===== src/hw/rtl/swrr_ram.sv =====
// Generic single-write, single-read RAM with registered read data.
module swrr_ram #(
  parameter int WIDTH = 8,
  parameter int DEPTH = 16
) (
  input  logic                     clk_i,
  input  logic                     we_i,
  input  logic [$clog2(DEPTH)-1:0] waddr_i,
  input  logic [WIDTH-1:0]         wdata_i,
  input  logic                     re_i,
  input  logic [$clog2(DEPTH)-1:0] raddr_i,
  output logic [WIDTH-1:0]         rdata_o
);

  logic [WIDTH-1:0] mem_q [DEPTH];
  logic [WIDTH-1:0] rdata_q;

  always_ff @(posedge clk_i) begin
    if (we_i) begin
      mem_q[waddr_i] <= wdata_i;
    end
    if (re_i) begin
      rdata_q <= mem_q[raddr_i];
    end
  end

  assign rdata_o = rdata_q;

endmodule


===== config.mk =====
export PLATFORM = sky130hd
export DESIGN_NAME = swrr_ram
export DESIGN_NICKNAME = d
export VERILOG_FILES = /design/src/hw/rtl/swrr_ram.sv
export SDC_FILE = /design/constraint.sdc
export NUM_CORES = 1
export LEC_CHECK = 0
export ABC_AREA = 1
export BUFFER_PORTS_ARGS = -buffer_cell sky130_fd_sc_hd__buf_2
export CAP_MARGIN = 0
export CORE_MARGIN = 2
export CORE_UTILIZATION = 47
export DETAILED_ROUTE_END_ITERATION = 10
export PLACE_DENSITY = 0.66
export SYNTH_ARGS = -nofsm -noshare
export SYNTH_HDL_FRONTEND = slang
export SYNTH_SLANG_ARGS = --single-unit

===== constraint.sdc =====
create_clock -name clk_i -period 1.1 [get_ports clk_i]
set_input_delay 0.165 -clock clk_i [delete_from_list [all_inputs] [get_ports clk_i]]
set_output_delay 0.165 -clock clk_i [all_outputs]
set_load 0.02 [all_outputs]

==> impl_metrics.csv <==
group,metric,value,unit
synth,syn_inst,551,
sta,setup_viol,4,
sta,fin_crit_sh,106,%
power_and_ir_drop,peakVddDrop,1.28,mV
synth,synthTopCellsByCount,"nand2_1, edfxtp_1, inv_1",
detailed_routing,drtAntennaViolNets,0,
power_and_ir_drop,seqPwrFrac,46.6,%
synth,yosys.area.top_type,"edfxtp_1",
grt,antenna_found_initial,0,
worst_setup_path,crit_type,"reg2out",
sta,max_slew_margin,51.8,%
worst_setup_path,crit_fanout,1,
synth,synth_edf_count,136,
synth,ys_top_cells_by_area,"edfxtp_1, nand2_1, nand3_1",
power_and_ir_drop,comb_power_share,7.0,%
detailed_routing,drtIter0Drc,425,
sta,rsz0062_at_grt,"true",
synth,syn_avg_cell_area,10.6,µm²
worst_setup_path,crit_arrival,1.01,ns
place,portBuffers,26,
power_and_ir_drop,p_clk_share,46.4,%
synth,synth-seq-cells,136,
sta,slew_viol_final,0,
synth,syn-cell-area,5850,µm²
grt,grt_pass1_wl,20000,µm
grt,grt_usage,20.8,%
power_and_ir_drop,total_leakage_power,3.10,nW
detailed_routing,vias,3876,
grt,grt_pass1_vias,3718,
clocking,ctsHtreeMaxLevel,4,
synth,post-synth-top-count-cell,"nand2_1",
floorplanning,initial_core_util,48.5,%
clocking,cts.sinks,136,
floorplanning,die_x,116,µm
detailed_routing,vias_per_cell,4.98,
synth,synth_warnings,0,
clocking,cts_buffer_depth,2,
detailed_routing,drt_pass1_iterations,4,
sta,holdWs,0.116,ns
clocking,postCtsHoldBufs,0,
grt,grt_overflow,0,
synth,syn-num-nets,570,
clocking,cts.clk_slew.worst_paths,0.06,ns
hold_path,hold_path_class,"in2reg",
synth,ys_types,11,
worst_setup_path,worst-path-buf-inv,1,
layout,instances_no_fill,779,
layout,fin_nets,617,
place,placedCellCount,747,
synth,async_reset_ff_share,0,%
sta,period_minus_slack,1.17,ns
layout,multi_input_area,1500,µm²
synth,ys_seq_area_share,69.8,%
clocking,ctsRootBufferMaster,"clkbuf_16",
place,gp_congestion,0.865,
floorplanning,die_h,116,µm
floorplanning,die-area,13300,µm²
layout,syn_to_final_growth,23.0,%
sta,worst_slew_pin_slew,0.722,ns
floorplanning,core,12100,µm²
power_and_ir_drop,switchingPower,2.75,mW
worst_setup_path,cp.required,0.94,ns
run_status,violations,"negative setup slack",
power_and_ir_drop,p_sw_share,21.8,%
run_status,outcome,"finished, violations left",
worst_setup_path,cp_top_family,"flip-flops",
layout,drive_gt1_share,23.7,%
place,post-dp-hpwl,8090,µm
layout,seqCellArea,4080,µm²
clocking,insertion_delay,0.42,ns
layout,nFillCells,958,
job,drv_cap,0,
sta,setup_slack,-0.0709,ns
place,dp_slack,-0.291,ns
worst_setup_path,critPathLaunchType,"flop",
floorplanning,ios,27,
power_and_ir_drop,p_int,9.88,mW
worst_setup_path,path_cells,"buf_6",
synth,synthFlopType,"edfxtp_1",
worst_setup_path,max_stage_delay,0.43,ns
detailed_routing,wire_per_inst,17.2,µm
power_and_ir_drop,power.density,1750,nW/µm²
synth,synth.top_cell.area_share,69.8,%
sta,finalHoldViolCount,0,
detailed_routing,drc,0,
sta,fmax,0.854,GHz
sta,finClkSkew,0.0144,ns
worst_setup_path,critPathSlowestCell,"edfxtp_1",
floorplanning,fp-row-count,40,
grt,grt_max_degree,42,
clocking,cts_tree,"done",
layout,diodes,0,
worst_setup_path,end_kind,"output port",
clocking,cts_buffers,17,
detailed_routing,wl,13400,µm
==> state kept, by name, indices dropped and copies added, names as in the netlist <==
register,cells
mem_q,128
rdata_o,8
==> final timing paths <==
path / from / slack, ns / cells after the start / endpoint
max: rdata_o[6]$_DFFE_PP_ / -0.07 / 1 / rdata_o[6]
min: re_i / 0.12 / 1 / rdata_o[6]$_DFFE_PP_
min reg2reg: mem_q[4][6]$_DFFE_PP_ / 0.77 / 6 / rdata_o[6]$_DFFE_PP_
max reg2reg: mem_q[8][2]$_DFFE_PP_ / 0 / 6 / rdata_o[2]$_DFFE_PP_
==> through the flow <==
step / power [mW] / utilization (%) / area, µm² / TNS (ns)
after floorplan: 6.41 / - / 5850 / -1.01
after global placement: 6.71 / 51.8 / 6250 / -4.93
after detailed placement: 6.73 / 51.8 / 6250 / -7.26
after CTS: 12.6 / 57.9 / 6980 / -0.189
after global routing: 12.9 / 59.6 / 7190 / -0.523
final: 12.6 / 59.6 / 7190 / -0.152
==> final cells by class <==
class	instances	area share [%]
tap	168	2.92
clock buffer	17	5.92
clock inverter	15	2.56
multi-input combinational	289	20.8
inverter	102	5.32
timing repair buffer	52	5.65
sequential	136	56.8
==> power groups by stage <==
stage	clock network, mW	registers [mW]	logic [mW]
after floorplan	0	6.00	0.409
after global placement	0	5.98	0.736
after detailed placement	0	5.98	0.750
after CTS	5.90	5.87	0.798
after global routing	6.07	5.88	0.955
final	5.86	5.88	0.883
==> metal layers <==
layer	global-route usage [%]	wire length (µm)	share of wire, %	up-vias
met3	4.29	678	5.0	21
met5	0	0	0	-
met2	32.9	6510	48	135
met1	27.8	5920	44	1848
li1	-	-	-	1872
met4	9.72	325	2.4	0
==> kinds of logic (layout without fill, tap and decap cells) <==
group                  after synthesis  after routing  share of synthesized area (%)
and+or+nand+nor                    289            289                           20.8
buffers and inverters              126            186                           9.39
DFF                                136            136                           69.8
==> repair_timing <==
item                       4_1_cts  5_1_grt
buffers inserted                 0        0
pin swaps                       10       30
setup endpoints to repair       13       16
resized for setup               26       49
==> placed cells by master (no fill, tap or decap), drive strengths merged <==
| cell | n |
|---|---|
| buf | 52 |
| nand3b | 2 |
| clkbuf | 17 |
| edfxtp | 136 |
| nand3 | 97 |
| nand2 | 173 |
| bufinv | 4 |
| inv | 102 |
| clkinv | 8 |
| nor2 | 17 |
| clkinvlp | 3 |
Power figures use the tool's default switching activity.
