===== config.mk =====
export PLATFORM = sky130hd
export DESIGN_NAME = swrr_pick
export DESIGN_NICKNAME = d
export VERILOG_FILES = /design/src/hw/rtl/swrr_pkg.sv /design/src/hw/rtl/swrr_pick.sv
export SDC_FILE = /design/constraint.sdc
export NUM_CORES = 1
export LEC_CHECK = 0
export ABC_AREA = 0
export BUFFER_PORTS_ARGS = -buffer_cell sky130_fd_sc_hd__buf_2
export CORE_ASPECT_RATIO = 1.1
export CORE_MARGIN = 4
export CORE_UTILIZATION = 60
export CTS_BUF_LIST = sky130_fd_sc_hd__clkbuf_2 sky130_fd_sc_hd__clkbuf_4 sky130_fd_sc_hd__clkbuf_8
export CTS_CLUSTER_DIAMETER = 100
export DETAILED_ROUTE_END_ITERATION = 6
export PLACE_DENSITY = 0.82
export RECOVER_POWER = 25
export REMOVE_ABC_BUFFERS = 1
export SYNTH_ARGS = -nofsm -noshare
export SYNTH_HDL_FRONTEND = slang
export SYNTH_SLANG_ARGS = --single-unit

===== constraint.sdc =====
create_clock -name clk_i -period 4.1 [get_ports clk_i]
set_input_delay 0.82 -clock clk_i [delete_from_list [all_inputs] [get_ports clk_i]]
set_output_delay 0.82 -clock clk_i [all_outputs]
set_load 0.01 [all_outputs]

===== src/hw/rtl/swrr_pkg.sv =====
// Shared constants and types for the smooth weighted round-robin picker.
package swrr_pkg;

  localparam int NUM_REGS    = 8;     // weight registers on the config port
  localparam int WEIGHT_W    = 8;
  localparam int IDX_W       = 3;     // server index / schedule entry width
  localparam int TOTAL_W     = 12;    // sum of up to eight 8-bit weights
  localparam int RUN_W       = 13;    // signed running weight
  localparam int PADDR_W     = 5;
  localparam int PDATA_W     = 32;
  localparam int REG_LSB     = 2;     // registers on 4-byte strides
  localparam int S_TDATA_W   = 8;
  localparam int M_TDATA_W   = 8;
  localparam int SERVERS_DEF = 8;
  localparam int DEPTH_DEF   = 2048;

  typedef logic [WEIGHT_W-1:0] weight_t;
  typedef logic [NUM_REGS-1:0][WEIGHT_W-1:0] weights_t;

endpackage


===== src/hw/rtl/swrr_pick.sv =====
// Walker: reads one slot per cycle while output is free; skips tried servers.
module swrr_pick #(
  parameter int SCHEDULE_DEPTH = swrr_pkg::DEPTH_DEF
) (
  input  logic                                  clk_i,
  input  logic                                  rst_ni,
  input  logic                                  clr_i,
  input  logic                                  busy_i,
  input  logic [$clog2(SCHEDULE_DEPTH+1)-1:0]   len_i,
  input  logic                                  s_valid_i,
  output logic                                  s_ready_o,
  input  logic [swrr_pkg::NUM_REGS-1:0]         s_mask_i,
  output logic                                  m_valid_o,
  input  logic                                  m_ready_i,
  output logic [swrr_pkg::IDX_W-1:0]            m_server_o,
  output logic                                  m_none_o,
  output logic                                  rd_en_o,
  output logic [$clog2(SCHEDULE_DEPTH)-1:0]     rd_addr_o,
  input  logic [swrr_pkg::IDX_W-1:0]            rd_data_i
);
  import swrr_pkg::*;

  localparam int ADDR_W = $clog2(SCHEDULE_DEPTH);
  localparam int LEN_W  = $clog2(SCHEDULE_DEPTH + 1);

  typedef enum logic {ST_IDLE, ST_WALK} state_e;

  state_e               state_q, state_d;
  logic [ADDR_W-1:0]    pos_q, pos_d;
  logic [ADDR_W-1:0]    cur_q, cur_d;
  logic [LEN_W-1:0]     cnt_q, cnt_d;
  logic [NUM_REGS-1:0]  mask_q, mask_d;
  logic                 m_valid_q, m_valid_d;
  logic [IDX_W-1:0]     server_q, server_d;
  logic                 none_q, none_d;
  logic                 out_free;
  logic [ADDR_W-1:0]    cur_nxt;

  function automatic logic [ADDR_W-1:0] wrap_inc(input logic [ADDR_W-1:0] a,
                                                 input logic [LEN_W-1:0]  n);
    logic [LEN_W-1:0] s;
    s = LEN_W'(a) + 1'b1;
    return (s == n) ? '0 : ADDR_W'(s);
  endfunction

  assign out_free  = !m_valid_q || m_ready_i;
  assign s_ready_o = (state_q == ST_IDLE) && !busy_i && out_free;
  assign cur_nxt   = wrap_inc(cur_q, len_i);

  always_comb begin
    state_d   = state_q;
    pos_d     = pos_q;
    cur_d     = cur_q;
    cnt_d     = cnt_q;
    mask_d    = mask_q;
    m_valid_d = m_valid_q;
    server_d  = server_q;
    none_d    = none_q;
    rd_en_o   = 1'b0;
    rd_addr_o = cur_nxt;

    if (m_valid_q && m_ready_i) begin
      m_valid_d = 1'b0;
    end

    unique case (state_q)
      ST_IDLE: begin
        if (s_valid_i && s_ready_o) begin
          if (len_i == '0) begin
            m_valid_d = 1'b1;
            server_d  = '0;
            none_d    = 1'b1;
          end else begin
            mask_d    = s_mask_i;
            cur_d     = pos_q;
            cnt_d     = '0;
            rd_en_o   = 1'b1;
            rd_addr_o = pos_q;
            state_d   = ST_WALK;
          end
        end
      end
      ST_WALK: begin
        // read data stays put while the output register is full
        if (out_free) begin
          if (!mask_q[rd_data_i] || (cnt_q == LEN_W'(len_i - 1'b1))) begin
            m_valid_d = 1'b1;
            server_d  = rd_data_i;
            none_d    = 1'b0;
            pos_d     = wrap_inc(pos_q, len_i);
            state_d   = ST_IDLE;
          end else begin
            cur_d   = cur_nxt;
            cnt_d   = LEN_W'(cnt_q + 1'b1);
            rd_en_o = 1'b1;
          end
        end
      end
      default: state_d = ST_IDLE;
    endcase

    if (clr_i) begin
      state_d = ST_IDLE;
      pos_d   = '0;
    end
  end

  always_ff @(posedge clk_i or negedge rst_ni) begin
    if (!rst_ni) begin
      state_q   <= ST_IDLE;
      pos_q     <= '0;
      cur_q     <= '0;
      cnt_q     <= '0;
      mask_q    <= '0;
      m_valid_q <= 1'b0;
      server_q  <= '0;
      none_q    <= 1'b0;
    end else begin
      state_q   <= state_d;
      pos_q     <= pos_d;
      cur_q     <= cur_d;
      cnt_q     <= cnt_d;
      mask_q    <= mask_d;
      m_valid_q <= m_valid_d;
      server_q  <= server_d;
      none_q    <= none_d;
    end
  end

  assign m_valid_o  = m_valid_q;
  assign m_server_o = server_q;
  assign m_none_o   = none_q;

`ifndef SYNTHESIS
  a_none_zero: assert property (@(posedge clk_i) disable iff (!rst_ni)
    (m_valid_o && m_none_o) |-> (m_server_o == '0))
    else $error("empty-schedule result carries a nonzero server");
  a_pos_in_len: assert property (@(posedge clk_i) disable iff (!rst_ni)
    (len_i != '0) |-> (LEN_W'(pos_q) < len_i))
    else $error("schedule position outside the schedule length");
  a_result_held: assert property (@(posedge clk_i) disable iff (!rst_ni)
    (m_valid_o && !m_ready_i) |=>
      (m_valid_o && $stable(m_server_o) && $stable(m_none_o)))
    else $error("pending result dropped or changed before it was taken");
`endif

endmodule


==> results of run 1 <==
==> power groups by stage <==
stage                     registers [mW]  logic [mW]  clock network [mW]
final                              0.578       0.377               0.335
after detailed placement           0.586       0.366                   0
after global routing               0.585       0.412               0.351
after floorplan                    0.580       0.215                   0
after CTS                          0.576       0.368               0.340
after global placement             0.583       0.358                   0
==> worst register-to-register path, delay by kind of cell (launching register included) <==
| family | cells | cell delay, ps |
|---|---|---|
| simple gates | 4 | 1120 |
| flops | 1 | 530 |
| compound gates | 3 | 960 |
| fa+ha+maj | 1 | 320 |
==> cells in the mapped netlist, types with 4 or more instances <==
cell	instances	area share [%]
sky130_fd_sc_hd__or3_1	20	3.2
sky130_fd_sc_hd__nor4_1	10	1.6
sky130_fd_sc_hd__clkbuf_1	29	2.7
sky130_fd_sc_hd__nor3_1	8	1.0
sky130_fd_sc_hd__xor3_1	4	2.4
sky130_fd_sc_hd__and3_1	8	1.3
sky130_fd_sc_hd__o21ai_0	26	3.3
sky130_fd_sc_hd__ha_1	5	1.6
sky130_fd_sc_hd__inv_1	19	1.8
sky130_fd_sc_hd__nor2b_1	4	0.63
sky130_fd_sc_hd__a21oi_1	8	1.0
sky130_fd_sc_hd__nand3_1	27	3.4
sky130_fd_sc_hd__o31ai_1	4	0.76
sky130_fd_sc_hd__o311ai_0	4	0.88
sky130_fd_sc_hd__nand2_1	50	4.7
sky130_fd_sc_hd__dfrtp_1	48	30
sky130_fd_sc_hd__nand2b_1	9	1.4
sky130_fd_sc_hd__nor2_1	17	1.6
sky130_fd_sc_hd__and2_1	12	1.9
sky130_fd_sc_hd__nand4_1	13	2.1
sky130_fd_sc_hd__a211oi_1	16	3.0
sky130_fd_sc_hd__a221o_1	9	2.3
sky130_fd_sc_hd__o22ai_1	9	1.4
sky130_fd_sc_hd__buf_2	5	0.63
sky130_fd_sc_hd__o32ai_1	8	1.8
sky130_fd_sc_hd__xor2_1	8	1.8
sky130_fd_sc_hd__xnor2_1	31	6.9
==> worst paths after layout <==
| check | start | endpoint | depth (start not counted) |
|---|---|---|---|
| worst min-delay path | mask_q[3] | mask_q[3] | 2 |
| max in group asynchronous | rst_ni | cnt_q[11] | 1 |
| min in group asynchronous | rst_ni | pos_q[5] | 1 |
| worst min register to register | mask_q[3] | mask_q[3] | 2 |
| worst max register to register | pos_q[0] | pos_q[4] | 8 |
| worst max-delay path | len_i[2] | rd_addr_o[4] | 8 |
==> per-layer routing <==
metal	GRT usage, %	routed length [um]
met1	38.0	4650
met2	44.6	5050
met3	4.32	923
met4	12.8	402
met5	0	0
==> kinds of logic after synthesis <==
group                    Yosys count  share of synthesized area (%)
AND/OR/NAND/NOR                  195                           26.7
AO/OA/AOI/OAI                    109                           21.3
buffers and inverters             57                           6.22
flip-flops                        48                           30.3
XOR/XNOR                          45                           12.2
adder cells (fa/ha/maj)            5                           1.58
multiplexers                       4                           1.67
==> registers in the layout (all words and copies together) (netlist names) <==
name	flops
cnt_q	12
cur_q	11
m_none_o	1
m_server_o	3
m_valid_o	1
mask_q	8
pos_q	11
state_q	1
==> per-stage QoR <==
step                utilization [%]  setup TNS (ps)  instance area, sq um  std cells  hold WS [ps]
finish                         69.2               0                  4370        573           485
global route                   69.2               0                  4370        573           511
CTS                            68.7               0                  4330        573           488
detailed placement             67.2               0                  4240        567           467
global placement               67.2               0                  4240        567           452
floorplan                         -            -104                  3780        425           440
==> final cells by class <==
class,count,area [sq um],share of cell area [%]
Sequential cell,48,1200,27.5
Inverter,19,71.3,1.63
Clock buffer,5,68.8,1.58
Clock inverter,1,30.0,0.688
Tap cell,80,100,2.29
Multi-Input combinational cell,358,2540,58.3
Timing Repair Buffer,62,352,8.05
==> what timing repair did <==
| item | 4_1_cts | 5_1_grt |
|---|---|---|
| setup buffers | 0 | 0 |
| endpoints found under the setup margin | 0 | 12 |
| hold buffers | 0 | 0 |
| resized for setup | 0 | 8 |
==> results.json, run 1 <==
{
  "cts-root-buf": "sky130_fd_sc_hd__clkbuf_8",
  "crit_type": "in -> out",
  "antennaDiodeCount": 0,
  "die_w_um": 85.5,
  "outcome": "finished with violations",
  "synth_cell_type_count": 65,
  "cts_tree": "done",
  "initial_utilization_pct": 62.8,
  "flow.area_growth_from_synthesis_pct": 10.3,
  "rsz0062_at_grt": "false",
  "ys.flop_type": "sky130_fd_sc_hd__dfrtp_1",
  "clock_sinks": 48,
  "htree_num_levels": 2,
  "synthArstFlopShare_pct": 100,
  "final_common_cell": "sky130_fd_sc_hd__nand2_1",
  "die_area_sq_mm": 0.00797,
  "viasPerCell": 6.66,
  "clk_pin_slew_ps": 90,
  "grt.total_usage_pct": 28.2,
  "cp_slowest_cell": "sky130_fd_sc_hd__or4b_2",
  "port_buffers": 46,
  "cts_max_path_buffers": 2,
  "cpLargestDelayFamily": "simple AND/OR/NAND/NOR gates",
  "failed_checks": "max-capacitance violations, max-slew violations",
  "postSynthRegisterBits": 48,
  "first_iter_violations": 332,
  "critical_path_peak_fanout": 11,
  "r2r_setup_slack_ps": 1050,
  "finalWorstSetupSlack_ps": 117,
  "comb_power_share_pct": 29.2,
  "worst-endpoint-required_ps": 3280,
  "dp.final_hpwl_mm": 8.07,
  "share_of_cells_above_drive_strength_1_pct": 18.5,
  "chipHeight_um": 93.2,
  "leakage_power_total_nw": 1.69,
  "power_frac_clock_pct": 26.0,
  "synth_edf_count": 0,
  "avgRoutedWirePerCell_um": 19.2,
  "holdCritPathClass": "reg -> reg",
  "syn-instance-count": 463,
  "commonest_cells_after_routing_fill_and_taps_aside": "sky130_fd_sc_hd__nand2_1 (50), sky130_fd_sc_hd__dfrtp_1 (48), sky130_fd_sc_hd__buf_2 (44), sky130_fd_sc_hd__xnor2_1 (31), sky130_fd_sc_hd__nand3_1 (27)",
  "clock.fmax_mhz": 251,
  "drtAntennaViolNets": 0,
  "switchingPower_mw": 0.434,
  "maxSlewViolCount": 49,
  "std_cell_rows": 30,
  "yosysWarnings": 0,
  "sw_frac_of_total_pct": 33.7,
  "detail_route.first_pass.iterations": 5,
  "gp_routability_congestion": 0.965,
  "syn_avg_cell_area_sq_um": 8.55,
  "finalCriticalPeriod_ps": 3980,
  "cap_violations": 1,
  "crit_path_arrival_time_ps": 3160,
  "dpl_worst_slack_ps": 80.5,
  "synth_area_sq_mm": 0.00396,
  "worst_slew_margin_rel_pct": -74.8,
  "ys_seq_area_share_pct": 30.3,
  "worst_ir_drop_vdd_mv": 0.217,
  "tightest_slew_ps": 2620,
  "part_of_the_power_in_registers_pct": 44.8,
  "worst_path_bufs_invs": 2,
  "critPathLaunchType": "input pin",
  "gr-total-overflow": 0,
  "setup_viol_count_final": 0,
  "min_period_over_period_pct": 97.1,
  "crit_chain": "clkbuf_4 -> xor3_1 -> nor3_2 -> nand3_1 -> or4b_2 -> o41a_1 -> a21o_1 -> buf_2",
  "worstSetupEndpointType": "output port",
  "global_route_wire_length_before_repair_mm": 17.8,
  "powerDensity_mw_per_mm2": 295,
  "finClkSkew_ps": 4.76,
  "antenna_found_initial": 0,
  "grt_pass1_vias": 3594,
  "num-fill-cells": 519,
  "critical_path.max_stage_delay_ps": 630,
  "num_vias": 3816,
  "drc": 0,
  "num_io_pins": 47,
  "numCtsBuffers": 5,
  "fin_total_pwr_mw": 1.29,
  "p_int_mw": 0.856,
  "num-nets-final": 528,
  "largest_net_degree_at_the_start_of_global_routing": 49,
  "clkLatencyLatePin_ps": 300,
  "floorplan.core_area_sq_mm": 0.00631,
  "final_report_hold_violation_count": 0,
  "totalWireLength_mm": 11.0
}
(Power assumes the default switching activity.)
==> inputs of run 2 (changes only) <==
--- a/config.mk
+++ b/config.mk
@@ -9,11 +9,10 @@
 export BUFFER_PORTS_ARGS = -buffer_cell sky130_fd_sc_hd__buf_2
 export CORE_ASPECT_RATIO = 1.1
 export CORE_MARGIN = 4
-export CORE_UTILIZATION = 60
+export CORE_UTILIZATION = 45
 export CTS_BUF_LIST = sky130_fd_sc_hd__clkbuf_2 sky130_fd_sc_hd__clkbuf_4 sky130_fd_sc_hd__clkbuf_8
 export CTS_CLUSTER_DIAMETER = 100
 export DETAILED_ROUTE_END_ITERATION = 6
-export PLACE_DENSITY = 0.82
 export RECOVER_POWER = 25
 export REMOVE_ABC_BUFFERS = 1
 export SYNTH_ARGS = -nofsm -noshare
==> results.json, run 2 (same netlist as run 1, synthesis figures left out) <==
{
  "outcome": "finished with violations",
  "failed_checks": "max-capacitance violations, max-slew violations",
  "detail_route.first_pass.iterations": 5,
  "max_flop_register": "cnt_q",
  "crit_path_arrival_time_ps": 3130,
  "initial_utilization_pct": 46.6,
  "cts_tree": "done",
  "rsz0062_at_grt": "false",
  "dpl_cell_area_sq_mm": 0.00433,
  "min_delay_worst_endpoint": "mask_q[5]",
  "htree_num_levels": 2,
  "finish.cell_count_without_fillers": 611,
  "port_buffers": 46,
  "global_route_wire_length_before_repair_mm": 19.3,
  "worst_slew_margin_rel_pct": -4.07,
  "clk_pin_slew_ps": 80,
  "critical_path_peak_fanout": 4,
  "r2r_setup_slack_ps": 1000,
  "leakage_power_total_nw": 1.72,
  "largest_reg_flops": 12,
  "setup_viol_count_final": 0,
  "flow.area_growth_from_synthesis_pct": 11.9,
  "viasPerCell": 6.16,
  "numCtsBuffers": 5,
  "finalCriticalPeriod_ps": 3950,
  "worst-endpoint-required_ps": 3280,
  "final-seq-area_sq_mm": 0.00120,
  "worst_ir_drop_vdd_mv": 0.176,
  "crit_top_cell": "sky130_fd_sc_hd__buf_2",
  "postLayoutCellArea_sq_mm": 0.00443,
  "share_of_cells_above_drive_strength_1_pct": 18.6,
  "cap_violations": 1,
  "dp.final_hpwl_mm": 8.72,
  "worst-r2r-cell-count": 10,
  "crit_chain": "buf_2 -> or3_1 -> xnor2_1 -> nor4_1 -> or4b_1 -> o31a_1 -> a21oi_4 -> inv_1 -> buf_2",
  "grt.total_usage_pct": 22.9,
  "drtAntennaViolNets": 0,
  "floorplan.core_area_sq_mm": 0.00850,
  "die_area_sq_mm": 0.0104,
  "num-fill-cells": 852,
  "multi_input_area_sq_mm": 0.00252,
  "first_iter_violations": 180,
  "antennaDiodeCount": 0,
  "postcts_setup_bufs": 0,
  "num_io_pins": 47,
  "placed_cells_incl_taps": 605,
  "min_period_over_period_pct": 96.4,
  "cts-root-buf": "sky130_fd_sc_hd__clkbuf_8",
  "final_report_hold_violation_count": 0,
  "worstSetupEndpointType": "output port",
  "hold_start": "mask_q[5]",
  "clock_sinks": 48,
  "final_common_cell": "sky130_fd_sc_hd__nand2_1",
  "commonest_cells_after_routing_fill_and_taps_aside": "sky130_fd_sc_hd__nand2_1 (50), sky130_fd_sc_hd__dfrtp_1 (48), sky130_fd_sc_hd__buf_2 (45), sky130_fd_sc_hd__xnor2_1 (31), sky130_fd_sc_hd__nand3_1 (27)",
  "cts_max_path_buffers": 2,
  "largest_net_degree_at_the_start_of_global_routing": 28,
  "cp_slowest_cell": "sky130_fd_sc_hd__or4b_1",
  "holdCritPathClass": "reg -> reg",
  "largest_registers": "cnt_q x12, cur_q x11, pos_q x11",
  "critical_path.max_stage_delay_ps": 510,
  "totalWireLength_mm": 11.7,
  "drc": 0,
  "clock.fmax_mhz": 253,
  "grt_pass1_vias": 3654,
  "gp_routability_congestion": 0.873,
  "crit_type": "in -> out",
  "antenna_found_initial": 0,
  "die_w_um": 97.4,
  "num_vias": 3763,
  "num-nets-final": 535,
  "tightest_slew_ps": 1560,
  "regToRegStartpoint": "cnt_q[3]",
  "clkLatencyLatePin_ps": 300,
  "chipHeight_um": 106,
  "critPathLaunchType": "input pin",
  "gr-total-overflow": 0,
  "maxSlewViolCount": 26,
  "worstReg2RegEnd": "cnt_q[0]",
  "std_cell_rows": 35,
  "avgRoutedWirePerCell_um": 19.1,
  "timing.hold.worst_path_depth": 2,
  "powerDensity_mw_per_mm2": 292,
  "finClkSkew_ps": 11.3
}
[run 2: layout make-up]
| cell class | count | area share [%] |
|---|---|---|
| clock buffer | 5 | 1.55 |
| clock inverter | 1 | 0.678 |
| inverter | 19 | 1.61 |
| multi-input combinational | 358 | 56.9 |
| sequential | 48 | 27.1 |
| tap | 111 | 3.13 |
| timing repair buffer | 69 | 8.98 |
[run 2: power breakdown]
group          switching (mW)  internal [mW]  leakage (nW)
Sequential             0.0458          0.524         0.649
Clock                   0.163          0.175        0.0501
Combinational           0.226          0.160          1.02
Total                   0.434          0.860          1.72
[run 2: worst max-delay path by stage]
stage	start	endpoint	slack (ps)	cells past startpoint
after floorplan	len_i[2]	rd_addr_o[0]	-30	7
after global placement	len_i[2]	rd_addr_o[4]	160	8
after detailed placement	len_i[2]	rd_addr_o[4]	170	8
after CTS	cur_q[1]	rd_addr_o[1]	50	9
after global routing	cur_q[1]	rd_addr_o[4]	40	8
final	len_i[0]	rd_en_o	150	9
[run 2: metrics by stage]
step                      power (mW)  setup TNS, ps  worst slack [ps]  hold WS [ps]  utilization [%]
after floorplan                0.795           -104             -34.3           440                -
after global placement         0.961              0               163           457             50.9
after detailed placement       0.964              0               173           463             50.9
after CTS                       1.31              0              54.4           486             52.1
after global routing            1.37              0              36.2           517             52.2
final                           1.29              0               149           480             52.2
[run 2: repair_timing]
action / in CTS / in global routing
endpoints found under the setup margin: 0 / 11
resized for setup: 0 / 3
hold buffers: 0 / 0
[run 2: routing by layer]
metal  wire (um)  vias up  track usage [%]
met2        5430      138             36.3
met1        5280     1827             32.6
met4         165        0             5.44
met3         785       17             3.87
li1            -     1781                -
met5           0        -                0
[run 2: worst max-delay path, delay by kind of cell]
| kind | cells | cell delay (ps) |
|---|---|---|
| simple gates | 3 | 1310 |
| buf+inv | 3 | 310 |
| xor+xnor | 1 | 170 |
| compound gates | 2 | 530 |
