$ cat src/hw/rtl/swrr_pkg.sv
// Shared constants and types for the smooth weighted round-robin picker.
package swrr_pkg;

  localparam int NUM_REGS    = 8;     // weight registers on the config port
  localparam int WEIGHT_W    = 8;
  localparam int IDX_W       = 3;     // server index / schedule entry width
  localparam int TOTAL_W     = 12;    // sum of up to eight 8-bit weights
  localparam int RUN_W       = 13;    // signed running weight
  localparam int PADDR_W     = 5;
  localparam int PDATA_W     = 32;
  localparam int REG_LSB     = 2;     // registers on 4-byte strides
  localparam int S_TDATA_W   = 8;
  localparam int M_TDATA_W   = 8;
  localparam int SERVERS_DEF = 8;
  localparam int DEPTH_DEF   = 2048;

  typedef logic [WEIGHT_W-1:0] weight_t;
  typedef logic [NUM_REGS-1:0][WEIGHT_W-1:0] weights_t;

endpackage

$ cat src/hw/rtl/swrr_build.sv
// Schedule builder: one server per cycle through a shared add/compare unit.
module swrr_build #(
  parameter int SERVERS        = swrr_pkg::SERVERS_DEF,
  parameter int SCHEDULE_DEPTH = swrr_pkg::DEPTH_DEF
) (
  input  logic                                  clk_i,
  input  logic                                  rst_ni,
  input  logic                                  start_i,
  input  swrr_pkg::weights_t                    weights_i,
  output logic                                  busy_o,
  output logic [$clog2(SCHEDULE_DEPTH+1)-1:0]   len_o,
  output logic                                  wr_en_o,
  output logic [$clog2(SCHEDULE_DEPTH)-1:0]     wr_addr_o,
  output logic [swrr_pkg::IDX_W-1:0]            wr_data_o
);
  import swrr_pkg::*;

  localparam int SRV_W  = (SERVERS > 1) ? $clog2(SERVERS) : 1;
  localparam int ADDR_W = $clog2(SCHEDULE_DEPTH);
  localparam int LEN_W  = $clog2(SCHEDULE_DEPTH + 1);
  localparam int CMP_W  = (LEN_W > TOTAL_W) ? LEN_W : TOTAL_W;
  localparam logic [SRV_W-1:0] LAST_SRV = SRV_W'(SERVERS - 1);

  typedef enum logic [1:0] {ST_IDLE, ST_SUM, ST_SLOT} state_e;

  state_e                   state_q, state_d;
  logic [SRV_W-1:0]         srv_q, srv_d;
  logic [ADDR_W-1:0]        slot_q, slot_d;
  logic [LEN_W-1:0]         len_q, len_d;
  logic [TOTAL_W-1:0]       total_q, total_d;
  logic signed [RUN_W-1:0]  ring_q [SERVERS];
  logic signed [RUN_W-1:0]  ring_d [SERVERS];
  logic signed [RUN_W-1:0]  top_q, top_d;
  logic [IDX_W-1:0]         best_q, best_d;
  logic                     found_q, found_d;
  logic [IDX_W-1:0]         pb_q, pb_d;     // previous slot winner
  logic                     pbv_q, pbv_d;

  weight_t                  w_sel;
  logic signed [RUN_W-1:0]  w_s, t_s, val;
  logic                     sub, take;
  logic [IDX_W-1:0]         best_now;
  logic [TOTAL_W-1:0]       total_sum;
  logic [LEN_W-1:0]         len_sum;

  always_comb begin
    w_sel     = weights_i[IDX_W'(srv_q)];
    w_s       = signed'(RUN_W'(w_sel));
    t_s       = signed'(RUN_W'(total_q));
    // winner of the last slot pays the total back as it comes around
    sub       = pbv_q && (pb_q == IDX_W'(srv_q));
    val       = ring_q[0] + w_s - (sub ? t_s : '0);
    take      = (w_sel != '0) && (!found_q || (val > top_q));
    best_now  = take ? IDX_W'(srv_q) : best_q;
    total_sum = total_q + TOTAL_W'(w_sel);
    len_sum   = (CMP_W'(total_sum) >= CMP_W'(SCHEDULE_DEPTH)) ?
                LEN_W'(SCHEDULE_DEPTH) : LEN_W'(total_sum);

    state_d = state_q;
    srv_d   = srv_q;
    slot_d  = slot_q;
    len_d   = len_q;
    total_d = total_q;
    top_d   = top_q;
    best_d  = best_q;
    found_d = found_q;
    pb_d    = pb_q;
    pbv_d   = pbv_q;
    wr_en_o = 1'b0;
    for (int k = 0; k < SERVERS; k++) begin
      ring_d[k] = ring_q[k];
    end

    unique case (state_q)
      ST_IDLE: begin
      end
      ST_SUM: begin
        total_d = total_sum;
        srv_d   = SRV_W'(srv_q + 1'b1);
        if (srv_q == LAST_SRV) begin
          srv_d   = '0;
          len_d   = len_sum;
          slot_d  = '0;
          found_d = 1'b0;
          pbv_d   = 1'b0;
          for (int k = 0; k < SERVERS; k++) begin
            ring_d[k] = '0;
          end
          state_d = (len_sum == '0) ? ST_IDLE : ST_SLOT;
        end
      end
      ST_SLOT: begin
        // ring rotates so the current server is always at the head
        for (int k = 0; k < SERVERS - 1; k++) begin
          ring_d[k] = ring_q[k+1];
        end
        ring_d[SERVERS-1] = val;
        if (take) begin
          top_d   = val;
          best_d  = IDX_W'(srv_q);
          found_d = 1'b1;
        end
        srv_d = SRV_W'(srv_q + 1'b1);
        if (srv_q == LAST_SRV) begin
          wr_en_o = 1'b1;
          srv_d   = '0;
          found_d = 1'b0;
          pb_d    = best_now;
          pbv_d   = 1'b1;
          slot_d  = ADDR_W'(slot_q + 1'b1);
          if (LEN_W'(slot_q) == LEN_W'(len_q - 1'b1)) begin
            state_d = ST_IDLE;
          end
        end
      end
      default: state_d = ST_IDLE;
    endcase

    if (start_i) begin
      state_d = ST_SUM;
      srv_d   = '0;
      total_d = '0;
      len_d   = '0;
    end
  end

  always_ff @(posedge clk_i or negedge rst_ni) begin
    if (!rst_ni) begin
      state_q <= ST_IDLE;
      srv_q   <= '0;
      slot_q  <= '0;
      len_q   <= '0;
      total_q <= '0;
      top_q   <= '0;
      best_q  <= '0;
      found_q <= 1'b0;
      pb_q    <= '0;
      pbv_q   <= 1'b0;
      for (int k = 0; k < SERVERS; k++) begin
        ring_q[k] <= '0;
      end
    end else begin
      state_q <= state_d;
      srv_q   <= srv_d;
      slot_q  <= slot_d;
      len_q   <= len_d;
      total_q <= total_d;
      top_q   <= top_d;
      best_q  <= best_d;
      found_q <= found_d;
      pb_q    <= pb_d;
      pbv_q   <= pbv_d;
      for (int k = 0; k < SERVERS; k++) begin
        ring_q[k] <= ring_d[k];
      end
    end
  end

  assign busy_o    = (state_q != ST_IDLE);
  assign len_o     = len_q;
  assign wr_addr_o = slot_q;
  assign wr_data_o = best_now;

`ifndef SYNTHESIS
  a_wr_srv_range: assert property (@(posedge clk_i) disable iff (!rst_ni)
    wr_en_o |-> (int'(wr_data_o) < SERVERS))
    else $error("schedule entry names a server beyond the configured count");
  a_wr_in_len: assert property (@(posedge clk_i) disable iff (!rst_ni)
    wr_en_o |-> (LEN_W'(wr_addr_o) < len_q))
    else $error("schedule write beyond the schedule length");
  a_slot_has_winner: assert property (@(posedge clk_i) disable iff (!rst_ni)
    wr_en_o |-> (found_q || take))
    else $error("slot closed without any weighted server");
`endif

endmodule

$ cat config.mk
export PLATFORM = sky130hd
export DESIGN_NAME = swrr_build
export DESIGN_NICKNAME = d
export VERILOG_FILES = /design/src/hw/rtl/swrr_pkg.sv /design/src/hw/rtl/swrr_build.sv
export SDC_FILE = /design/constraint.sdc
export NUM_CORES = 1
export LEC_CHECK = 0
export BUFFER_PORTS_ARGS = -buffer_cell sky130_fd_sc_hd__buf_2
export CAP_MARGIN = 10
export CORE_MARGIN = 5
export CORE_UTILIZATION = 54
export CTS_CLUSTER_DIAMETER = 100
export CTS_CLUSTER_SIZE = 30
export DETAILED_ROUTE_END_ITERATION = 8
export PLACE_DENSITY = 0.74
export SYNTH_ARGS = -nofsm -noshare
export SYNTH_HDL_FRONTEND = slang
export SYNTH_SLANG_ARGS = --single-unit
$ cat constraint.sdc
create_clock -name clk_i -period 6.1 [get_ports clk_i]
set_input_delay 0.305 -clock clk_i [delete_from_list [all_inputs] [get_ports clk_i]]
set_output_delay 0.305 -clock clk_i [all_outputs]
set_load 0.03 [all_outputs]
==> metrics.cfg, run 1 <==
[power_and_ir_drop]
ir_worst_vdd_uv=377
p_leak_nw=5.17
power_w=0.00466
powerDensity_nw_per_um2=443

[cts]
clk-insertion-delay-late_ps=430
ctsLongestPathBuffers=2
tritoncts_clock_tree=done
cts_root_buffer=sky130_fd_sc_hd__clkbuf_16
cts_made_buffers=17
clock_tree.htree_level_count=4
clkSlewWorstSetupHoldPaths_ps=70
cts.sinks=165

[floorplanning]
die_height_um=138
initial_utilization_pct=55.4
fp-row-count=46
top_level_ports=95
fp.dieArea_sq_um=19100
floorplan.die.width_um=138
placeableCoreArea_sq_um=16000

[sta]
slew_viol_final=0
finalClockSkew_ps=12.8
fin_crit_sh_pct=102
period_needed_ps=6210
max_slew.worst_pin.slew_ps=1130
rsz0062_at_grt=yes
clock.fmax_ghz=0.161
finalHoldViolations=0
setup-violations-final=3
post-route-worst-setup-slack_ps=-108
timing.max_slew.rel_slack_pct=23.9

[critical_path]
critical_path.cell_chain=buf_12 > mux4_2 > mux2i_4 > fa_1 > inv_2 > ha_4 > buf_4 > o21ai_1 > nor2_2 > o41ai_2 > o21ai_1 > o211ai_1 > xnor2_1 > ha_1 > nand4_1 > nor2_1 > or4_4 > or4_4 > a41oi_1 > a211oi_4 > buf_6
crit_type=flip-flop to primary output
crit_slowest_cell=sky130_fd_sc_hd__mux4_2
timing.critical_path.arrival_ps=5900
critical_path.startpoint_type=flip-flop
reg2regPathDepth=22
setup.worst_path.end_class=primary output
cp_max_fo=6
timing.rr.start=srv_q[0]
highest_cell_delay_on_the_worst_timing_path_ps=560
end_of_the_worst_register_to_register_path=top_q[4]
reg2reg_slack_ps=130
critPathRequiredTime_ps=5790
critical_path_buf_inv_count=4
crit_family=compound AO/OA/AOI/OAI gates
cp.depth=21

[yosys]
yosysSeqAreaShare_pct=46.5
synth_async_sr_flop_share_pct=100
synth_xor_area_share_pct=3.65
synth.top_cell.area_share_pct=46.5
synth_area_sq_um=8870
post_synthesis_simple_gate_area_fraction_pct=8.94
synthesis.area_per_instance_sq_um=11.4
synth.ff_latch_count=165
yosys_warnings=0
ys_dominant_reg_cell=sky130_fd_sc_hd__dfrtp_1
synth_top_family_by_area=compound AO/OA/AOI/OAI gates
ys_types=62
synth_adder_area_share_pct=8.38
syn-instance-count=779
muxShareOfSynthArea_pct=9.41
synth.largest_area_cell=sky130_fd_sc_hd__dfrtp_1
synth_compound_gate_area_share_pct=18.6
synth-edff-count=0
yosys-top-cells-area=sky130_fd_sc_hd__dfrtp_1 47%, sky130_fd_sc_hd__a22o_1 11%, sky130_fd_sc_hd__ha_1 6.3%
synthesis.nets=900

[final_layout]
drive_gt1_share_pct=24.9
final_design_area_no_fill_sq_um=10500
multi_input_area_sq_um=4540
layout.cells.most_common=sky130_fd_sc_hd__dfrtp_1
area.sequential_sq_um=4130
stdcell_count=1103
area_growth_pct=18.6
filler_cell_count=1190
most_frequent_cells_in_the_layout=163 x sky130_fd_sc_hd__dfrtp_1, 115 x sky130_fd_sc_hd__a22o_1, 91 x sky130_fd_sc_hd__buf_2, 54 x sky130_fd_sc_hd__inv_1, 41 x sky130_fd_sc_hd__ha_1
nNetsFinal=996
antenna-diode-count=0

[placement]
dp.final_hpwl_um=15000
placedCellCount=1056
place_congestion=0.957
placement.cell_area_sq_um=9520
place.port_buffers=94

[detailed_routing]
routed_wirelength_um=21300
remaining_drc_errors=0
initialDrtViolationCount=504
dr.pass1.iters=4
post_drt_via_cell_ratio=6.12
detailroute.via_count=6746
post_drt_wl_per_cell_um=19.3
ant_nets=0

[global_routing]
groute.usage.overall_pct=22.0
antenna_found_initial=0
gr-total-overflow=0
grt_pass1_wl_um=34500
grt_pass1_vias=6715
grt_max_degree=105

[status]
failing_checks=negative setup slack
run_status=finished, violations left

[hold_path]
worstHoldStart=start_i
worstHoldEndpoint=total_q[2]
hold_path_class=input pin to flip-flop
hold-path-cell-count=2

[flow_run]
max-cap-violations=0

routing by layer:
metal	vias to the layer above	share of wire (%)	global-route usage, %	wire length [um]
met1	3384	45	30.2	9620
met5	-	0	0	0
li1	3067	-	-	-
met3	32	5.7	5.52	1210
met2	263	48	35.0	10200
met4	0	1.7	6.45	355
report_power, final:
group	switching (W)	internal [W]	leakage (nW)
combinational	0.00129	0.00101	2.61
clock	0.000451	0.000701	0.301
sequential	0.0000582	0.00115	2.26
total	0.00180	0.00286	5.17
cell usage after synthesis, drive strengths merged, types with 3 or more instances:
| master | instances |
|---|---|
| nor2b | 4 |
| mux2i | 26 |
| mux4 | 16 |
| and3 | 7 |
| ha | 45 |
| xnor2 | 19 |
| or4 | 6 |
| o21bai | 3 |
| nor3b | 3 |
| o21ai | 31 |
| nand4 | 4 |
| a31oi | 5 |
| fa | 9 |
| inv | 57 |
| o41ai | 3 |
| a22o | 115 |
| and2 | 9 |
| buf | 13 |
| nand3 | 18 |
| nor3 | 12 |
| mux2 | 16 |
| dfrtp | 165 |
| clkbuf | 28 |
| a21o | 4 |
| xor2 | 18 |
| nor2 | 37 |
| nand2 | 34 |
| or3 | 3 |
| nor4 | 7 |
| o21a | 5 |
| a211oi | 8 |
| a21oi | 19 |
metrics by stage:
step | setup WS (ps) | utilization (%) | setup TNS (ps) | hold slack (ps)
after floorplan | 150 | - | 0 | 9.41
after global placement | 75.2 | 59.5 | 0 | 388
after detailed placement | -28.3 | 59.5 | -125 | 400
after CTS | -143 | 64.8 | -211 | 284
after global routing | -328 | 65.7 | -1610 | 302
final | -108 | 65.7 | -160 | 313
how the worst max path moves through the flow:
stage | startpoint | endpoint
final | srv_q[0] | wr_data_o[2]
after floorplan | srv_q[0] | pb_q[2]
after global placement | srv_q[0] | top_q[7]
after detailed placement | srv_q[0] | top_q[4]
after global routing | srv_q[0] | wr_data_o[2]
after CTS | srv_q[0] | wr_data_o[2]
sequential cells by signal (all words and copies together) (netlist names):
register,flops
ring_q,104
top_q,13
len_o,12
total_q,12
wr_addr_o,11
best_q,3
pb_q,3
srv_q,3
state_q,2
found_q,1
pbv_q,1
logic make-up (layout without fill, tap and decap cells):
group                      count (synthesis)  after routing
and+or+nand+nor                          154            154
muxes                                     58             58
DFF                                      165            165
adders and majority gates                 54             54
xor gates and xnor gates                  37             37
AOI/OAI and AO/OA                        212            212
buffers and inverters                     99            207
repair_timing:
action,CTS,global route
resized for setup,25,21
hold buffers,1,0
endpoints found under the hold margin,82,0
cloned,2,0
pin swaps,13,17
setup buffers,6,7
setup endpoints to repair,18,18
cell type report:
type / count / share of cell area, %
Clock buffer: 18 / 4.18
Timing Repair Buffer: 118 / 6.90
Sequential cell: 165 / 39.3
Tap cell: 216 / 2.57
Inverter: 58 / 2.07
Clock inverter: 13 / 1.88
Multi-Input combinational cell: 515 / 43.1
No activity file was read; power rests on OpenSTA's default activity.
==> inputs of run 2 (changes only) <==
--- a/config.mk
+++ b/config.mk
@@ -8,11 +8,11 @@
 export BUFFER_PORTS_ARGS = -buffer_cell sky130_fd_sc_hd__buf_2
 export CAP_MARGIN = 10
 export CORE_MARGIN = 5
-export CORE_UTILIZATION = 54
+export CORE_UTILIZATION = 59
 export CTS_CLUSTER_DIAMETER = 100
 export CTS_CLUSTER_SIZE = 30
 export DETAILED_ROUTE_END_ITERATION = 8
-export PLACE_DENSITY = 0.74
+export PLACE_DENSITY = 0.84
 export SYNTH_ARGS = -nofsm -noshare
 export SYNTH_HDL_FRONTEND = slang
 export SYNTH_SLANG_ARGS = --single-unit
==> constraint.sdc (replaced) <==
create_clock -name clk_i -period 7.9 [get_ports clk_i]
set_input_delay 0.395 -clock clk_i [delete_from_list [all_inputs] [get_ports clk_i]]
set_output_delay 0.395 -clock clk_i [all_outputs]
set_load 0.03 [all_outputs]
==> run 2 against run 1 <==
Effect of this change:
- the flow now finishes without violations
- global-route usage up 1.6 points
- total power down 32%
- die area is 7.9% lower
- cell count fell by 4.6%
- sequential power decreased by 21%
- non-clock buffer count shrank 20
- largest cell class unchanged
- clock-buffer cell count grew 1
==> metrics.cfg, run 2 (synthesized netlist as in run 1, its figures left out) <==
[sta]
rsz0062_at_grt=no
clock.fmax_ghz=0.139
fin_tns_setup_ps=0
finalHoldViolations=0
hold-worst-slack_ps=10.9
max_slew.worst_pin.slew_ps=1110
slew_viol_final=0
setup-violations-final=0
timing.max_slew.rel_slack_pct=25.7
period_needed_ps=7170
finalClockSkew_ps=8.02
fin_crit_sh_pct=90.8

[final_layout]
filler_cell_count=1060
nNetsFinal=976
drive_gt1_share_pct=20.0
reg_top3=ring_q x104, top_q x13
stdcell_count=1052
largest_register_ff_count=104
final_design_area_no_fill_sq_um=10000
most_frequent_cells_in_the_layout=165 x sky130_fd_sc_hd__dfrtp_1, 115 x sky130_fd_sc_hd__a22o_1, 93 x sky130_fd_sc_hd__buf_2, 57 x sky130_fd_sc_hd__inv_1, 45 x sky130_fd_sc_hd__ha_1
area_growth_pct=13.0
layout.cells.most_common=sky130_fd_sc_hd__dfrtp_1
max_flop_register=ring_q
antenna-diode-count=0

[floorplanning]
fp.dieArea_sq_um=17600
top_level_ports=95
placeableCoreArea_sq_um=14600
initial_utilization_pct=60.6
die_height_um=133
fp-row-count=44
floorplan.die.width_um=133

[power_and_ir_drop]
power.share.combinational_pct=44.0
cellInternalPower_w=0.00193
p_leak_nw=4.99
ir_worst_vdd_uv=290
power.share.sequential_pct=30.0
powerDensity_nw_per_um2=317
clock_network_fraction_of_total_power_pct=26.0
power.switching_w=0.00124
power_switching_share_pct=39.0

[placement]
dp.final_hpwl_um=14000
place_congestion=0.905
place.port_buffers=94
placement.cell_area_sq_um=9440
placedCellCount=1020

[cts]
cts_made_buffers=17
clock_tree.htree_level_count=4
tritoncts_clock_tree=done
cts.repair_timing.setup_buffer_count=0
ctsLongestPathBuffers=2
clk-insertion-delay-late_ps=440
cts.sinks=165
clkSlewWorstSetupHoldPaths_ps=70
gates_resized_cts_repair=0
cts.hold.buffers_added=0
cts_root_buffer=sky130_fd_sc_hd__clkbuf_16

[critical_path]
critical_path.startpoint_type=flip-flop
critPathRequiredTime_ps=7510
timing.critical_path.arrival_ps=6780
crit_type=flip-flop to primary output
setup.worst_path.end_class=primary output
cp_max_fo=14

[hold_path]
hold_path_class=input pin to asynchronous set/reset pin

[global_routing]
antenna_found_initial=0
grt_pass1_wl_um=33800
grt_max_degree=105
groute.usage.overall_pct=23.6
gr-total-overflow=0
grt_pass1_vias=6543
global_routing_s_busiest_layer=met2
grt_util_met3_pct=5.73
globalRouteMet1Util_pct=32.0
grt.met2_usage_pct=38.1

[flow_run]
max-cap-violations=0

[detailed_routing]
initialDrtViolationCount=620
post_drt_wl_per_cell_um=19.0
post_drt_via_cell_ratio=6.16
remaining_drc_errors=0
ant_nets=0
routed_wirelength_um=20000
detailroute.via_count=6484
dr.pass1.iters=5

[status]
run_status=complete, no violations

-- run 2: cell types whose count changed in the layout (fill, tap and decap cells not counted), sizes merged --
| cell | change |
|---|---|
| inv | +5 |
| buf | -18 |
| bufbuf | -1 |
| clkinvlp | -1 |
| bufinv | -3 |
| clkbuf | +1 |
| dlygate4sd3 | -1 |
| clkinv | -1 |
-- run 2: final timing paths --
check	start	end	slack, ps	cells after the start
worst max-delay path	srv_q[0]	wr_data_o[2]	730	20
worst min-delay path	rst_ni	ring_q[63]	10	1
worst max register to register	srv_q[0]	top_q[4]	1290	20
worst min register to register	ring_q[52]	ring_q[65]	490	1
max in group asynchronous	rst_ni	top_q[3]	6400	2
min in group clk_i	start_i	total_q[3]	400	2
-- run 2: layout make-up --
cell class / count / area [sq um] / share of cell area [%]
multi-input cells: 515 / 4350 / 43.4
flip-flops and latches: 165 / 4130 / 41.2
repair buffers: 98 / 507 / 5.06
clock buffers: 19 / 453 / 4.52
well taps: 184 / 230 / 2.30
inverters: 58 / 218 / 2.17
clock inverters: 13 / 133 / 1.32
-- run 2: per-stage QoR --
| stage | utilization (%) | total power (W) | setup WS, ps |
|---|---|---|---|
| 2_1_floorplan | - | 0.00203 | 1880 |
| 3_3_place_gp | 64.4 | 0.00230 | 1480 |
| 3_5_place_dp | 64.4 | 0.00234 | 1270 |
| 4_1_cts | 68.4 | 0.00318 | 729 |
| 5_1_grt | 68.4 | 0.00340 | 410 |
| 6_report | 68.4 | 0.00317 | 725 |
-- run 2: critical path, stage by stage (launching register included) --
cell and delay, ps:
sky130_fd_sc_hd__dfrtp_1 560, sky130_fd_sc_hd__buf_4 340, sky130_fd_sc_hd__mux4_2 550, sky130_fd_sc_hd__mux2i_1 280, sky130_fd_sc_hd__fa_1 540, sky130_fd_sc_hd__inv_1 90
sky130_fd_sc_hd__ha_1 240, sky130_fd_sc_hd__a211oi_1 260, sky130_fd_sc_hd__nor2_1 110, sky130_fd_sc_hd__o41ai_1 320, sky130_fd_sc_hd__o21ai_0 190, sky130_fd_sc_hd__o211ai_1 250
sky130_fd_sc_hd__xnor2_1 230, sky130_fd_sc_hd__ha_1 310, sky130_fd_sc_hd__nand4_1 180, sky130_fd_sc_hd__nor3_1 80, sky130_fd_sc_hd__or4_4 480, sky130_fd_sc_hd__or4_4 510
sky130_fd_sc_hd__and3_1 280, sky130_fd_sc_hd__a211oi_2 260, sky130_fd_sc_hd__buf_2 260
-- run 2: power groups by stage --
stage / clock network [W] / logic, W / registers (W)
after floorplan: 0 / 0.00111 / 0.000923
after global placement: 0 / 0.00134 / 0.000963
after detailed placement: 0 / 0.00137 / 0.000965
after CTS: 0.000837 / 0.00139 / 0.000950
after global routing: 0.000877 / 0.00157 / 0.000958
final: 0.000824 / 0.00140 / 0.000952
-- run 2: layer usage --
metal,up-vias,routed length (um)
met5,-,0
met4,0,387
met3,36,957
met2,178,9900
met1,3246,8760
li1,3024,-
==> inputs of run 3 (changes only) <==
--- a/config.mk
+++ b/config.mk
@@ -12,7 +12,7 @@
 export CTS_CLUSTER_DIAMETER = 100
 export CTS_CLUSTER_SIZE = 30
 export DETAILED_ROUTE_END_ITERATION = 8
-export PLACE_DENSITY = 0.84
+export PLACE_DENSITY = 0.8
 export SYNTH_ARGS = -nofsm -noshare
 export SYNTH_HDL_FRONTEND = slang
 export SYNTH_SLANG_ARGS = --single-unit
==> run 3 against run 2 <==
Effect of this change:
- core utilization is 0.27 points lower
- sequential share of layout area is 0.17 points higher
- die area stayed put
- maximum frequency fell by 3.3%
- cell count barely moved
- register-to-register slack lost 330 ps
- sequential power hardly changed
- clock power fell by 7.2%
- largest cell class unchanged
- largest power group unchanged
==> metrics.cfg, run 3 (synthesized netlist as in run 1, its figures left out) <==
[final_layout]
layout.cells.most_common=sky130_fd_sc_hd__dfrtp_1
area_growth_pct=12.5
max_flop_register=ring_q
antenna-diode-count=0
most_frequent_cells_in_the_layout=165 x sky130_fd_sc_hd__dfrtp_1, 115 x sky130_fd_sc_hd__a22o_1, 94 x sky130_fd_sc_hd__buf_2, 57 x sky130_fd_sc_hd__inv_1, 45 x sky130_fd_sc_hd__ha_1
drive_gt1_share_pct=19.8
reg_top3=ring_q x104, top_q x13
nNetsFinal=977
largest_register_ff_count=104

[cts]
cts_made_buffers=17
clk-insertion-delay-late_ps=430
ctsLongestPathBuffers=2
cts.sinks=165
clkSlewWorstSetupHoldPaths_ps=60
cts_root_buffer=sky130_fd_sc_hd__clkbuf_16
clock_tree.htree_level_count=4
cts.hold.buffers_added=0
cts.repair_timing.setup_buffer_count=0
tritoncts_clock_tree=done
gates_resized_cts_repair=0

[global_routing]
groute.usage.overall_pct=23.9
antenna_found_initial=0
gr-total-overflow=0
grt_pass1_vias=6542
grt_max_degree=105
grt_pass1_wl_um=34000

[sta]
max_slew.worst_pin.slew_ps=1120
slew_viol_final=0
period_needed_ps=7420
setup-violations-final=0
finalClockSkew_ps=11.8
rsz0062_at_grt=no
fin_crit_sh_pct=93.9
fin_tns_setup_ps=0
clock.fmax_ghz=0.135
timing.max_slew.rel_slack_pct=25.6
finalHoldViolations=0

[placement]
dp.final_hpwl_um=14600
place.port_buffers=94
place_congestion=0.908

[detailed_routing]
initialDrtViolationCount=590
dr.pass1.iters=5
routed_wirelength_um=20500
post_drt_wl_per_cell_um=19.5
ant_nets=0
detailroute.via_count=6517
post_drt_via_cell_ratio=6.20
remaining_drc_errors=0

[floorplanning]
initial_utilization_pct=60.6
top_level_ports=95
floorplan.die.width_um=133
fp-row-count=44
placeableCoreArea_sq_um=14600
die_height_um=133
fp.dieArea_sq_um=17600

[status]
run_status=complete, no violations

[critical_path]
timing.critical_path.arrival_ps=7020
crit_start=srv_q[0]
timing.rr.start=srv_q[0]
critPathRequiredTime_ps=7510
critical_path.startpoint_type=flip-flop
crit_type=flip-flop to primary output
cp_max_fo=14
setup.worst_path.end_class=primary output

[power_and_ir_drop]
p_leak_nw=4.97
powerDensity_nw_per_um2=314
power_w=0.00314
ir_worst_vdd_uv=214

[flow_run]
max-cap-violations=0

[hold_path]
hold_path_class=input pin to asynchronous set/reset pin

run 3: path summary, 6_finish.rpt:
path | to | slack, ps | depth (start not counted)
max in group asynchronous | ring_q[101] | 6430 | 2
min in group clk_i | total_q[3] | 410 | 2
worst max-delay path | wr_data_o[2] | 480 | 20
worst max register to register | top_q[6] | 960 | 20
worst min-delay path | ring_q[64] | 20 | 1
worst min register to register | ring_q[13] | 490 | 1
run 3: per-layer routing:
| layer | up-vias | global-route usage (%) | wire length, um |
|---|---|---|---|
| met3 | 27 | 5.28 | 1030 |
| met5 | - | 0 | 0 |
| met4 | 0 | 6.64 | 349 |
| met1 | 3257 | 33.7 | 9380 |
| met2 | 204 | 37.6 | 9730 |
| li1 | 3029 | - | - |
run 3: where the power goes:
| part | total, W | internal (W) | switching [W] |
|---|---|---|---|
| logic | 0.00142 | 0.000590 | 0.000827 |
| registers | 0.000953 | 0.000885 | 0.0000683 |
| clock network | 0.000765 | 0.000426 | 0.000339 |
run 3: critical path, stage by stage (launching register included):
cell                       delay [ps]
sky130_fd_sc_hd__dfrtp_1          750
sky130_fd_sc_hd__buf_4            330
sky130_fd_sc_hd__mux4_2           540
sky130_fd_sc_hd__mux2i_1          320
sky130_fd_sc_hd__fa_1             520
sky130_fd_sc_hd__inv_1             80
sky130_fd_sc_hd__ha_1             240
sky130_fd_sc_hd__a211oi_1         270
sky130_fd_sc_hd__nor2_1           110
sky130_fd_sc_hd__o41ai_1          430
sky130_fd_sc_hd__o21ai_0          230
sky130_fd_sc_hd__o211ai_1         240
sky130_fd_sc_hd__xnor2_1          230
sky130_fd_sc_hd__ha_1             310
sky130_fd_sc_hd__nand4_1          160
sky130_fd_sc_hd__nor3_1            80
sky130_fd_sc_hd__or4_4            480
sky130_fd_sc_hd__or4_4            520
sky130_fd_sc_hd__and3_1           270
sky130_fd_sc_hd__a211oi_2         230
sky130_fd_sc_hd__buf_2            240
run 3: final cells by class:
type / instances / area, sq um
sequential: 165 / 4130
clock buffer: 21 / 470
tap: 184 / 230
inverter: 58 / 218
fill: 1079 / 4660
clock inverter: 9 / 71.3
multi-input combinational: 515 / 4350
timing repair buffer: 99 / 512
run 3: metrics by stage:
step | setup WS [ps] | util, % | area, sq um | cells | hold slack (ps)
3_3_place_gp | 1260 | 64.4 | 9440 | 1020 | 472
5_1_grt | 163 | 68.2 | 9980 | 1051 | 108
6_report | 483 | 68.2 | 9980 | 1051 | 21.8
4_1_cts | 492 | 68.1 | 9980 | 1050 | 69.7
3_5_place_dp | 981 | 64.4 | 9440 | 1020 | 481
2_1_floorplan | 1880 | - | 8870 | 779 | 99.4
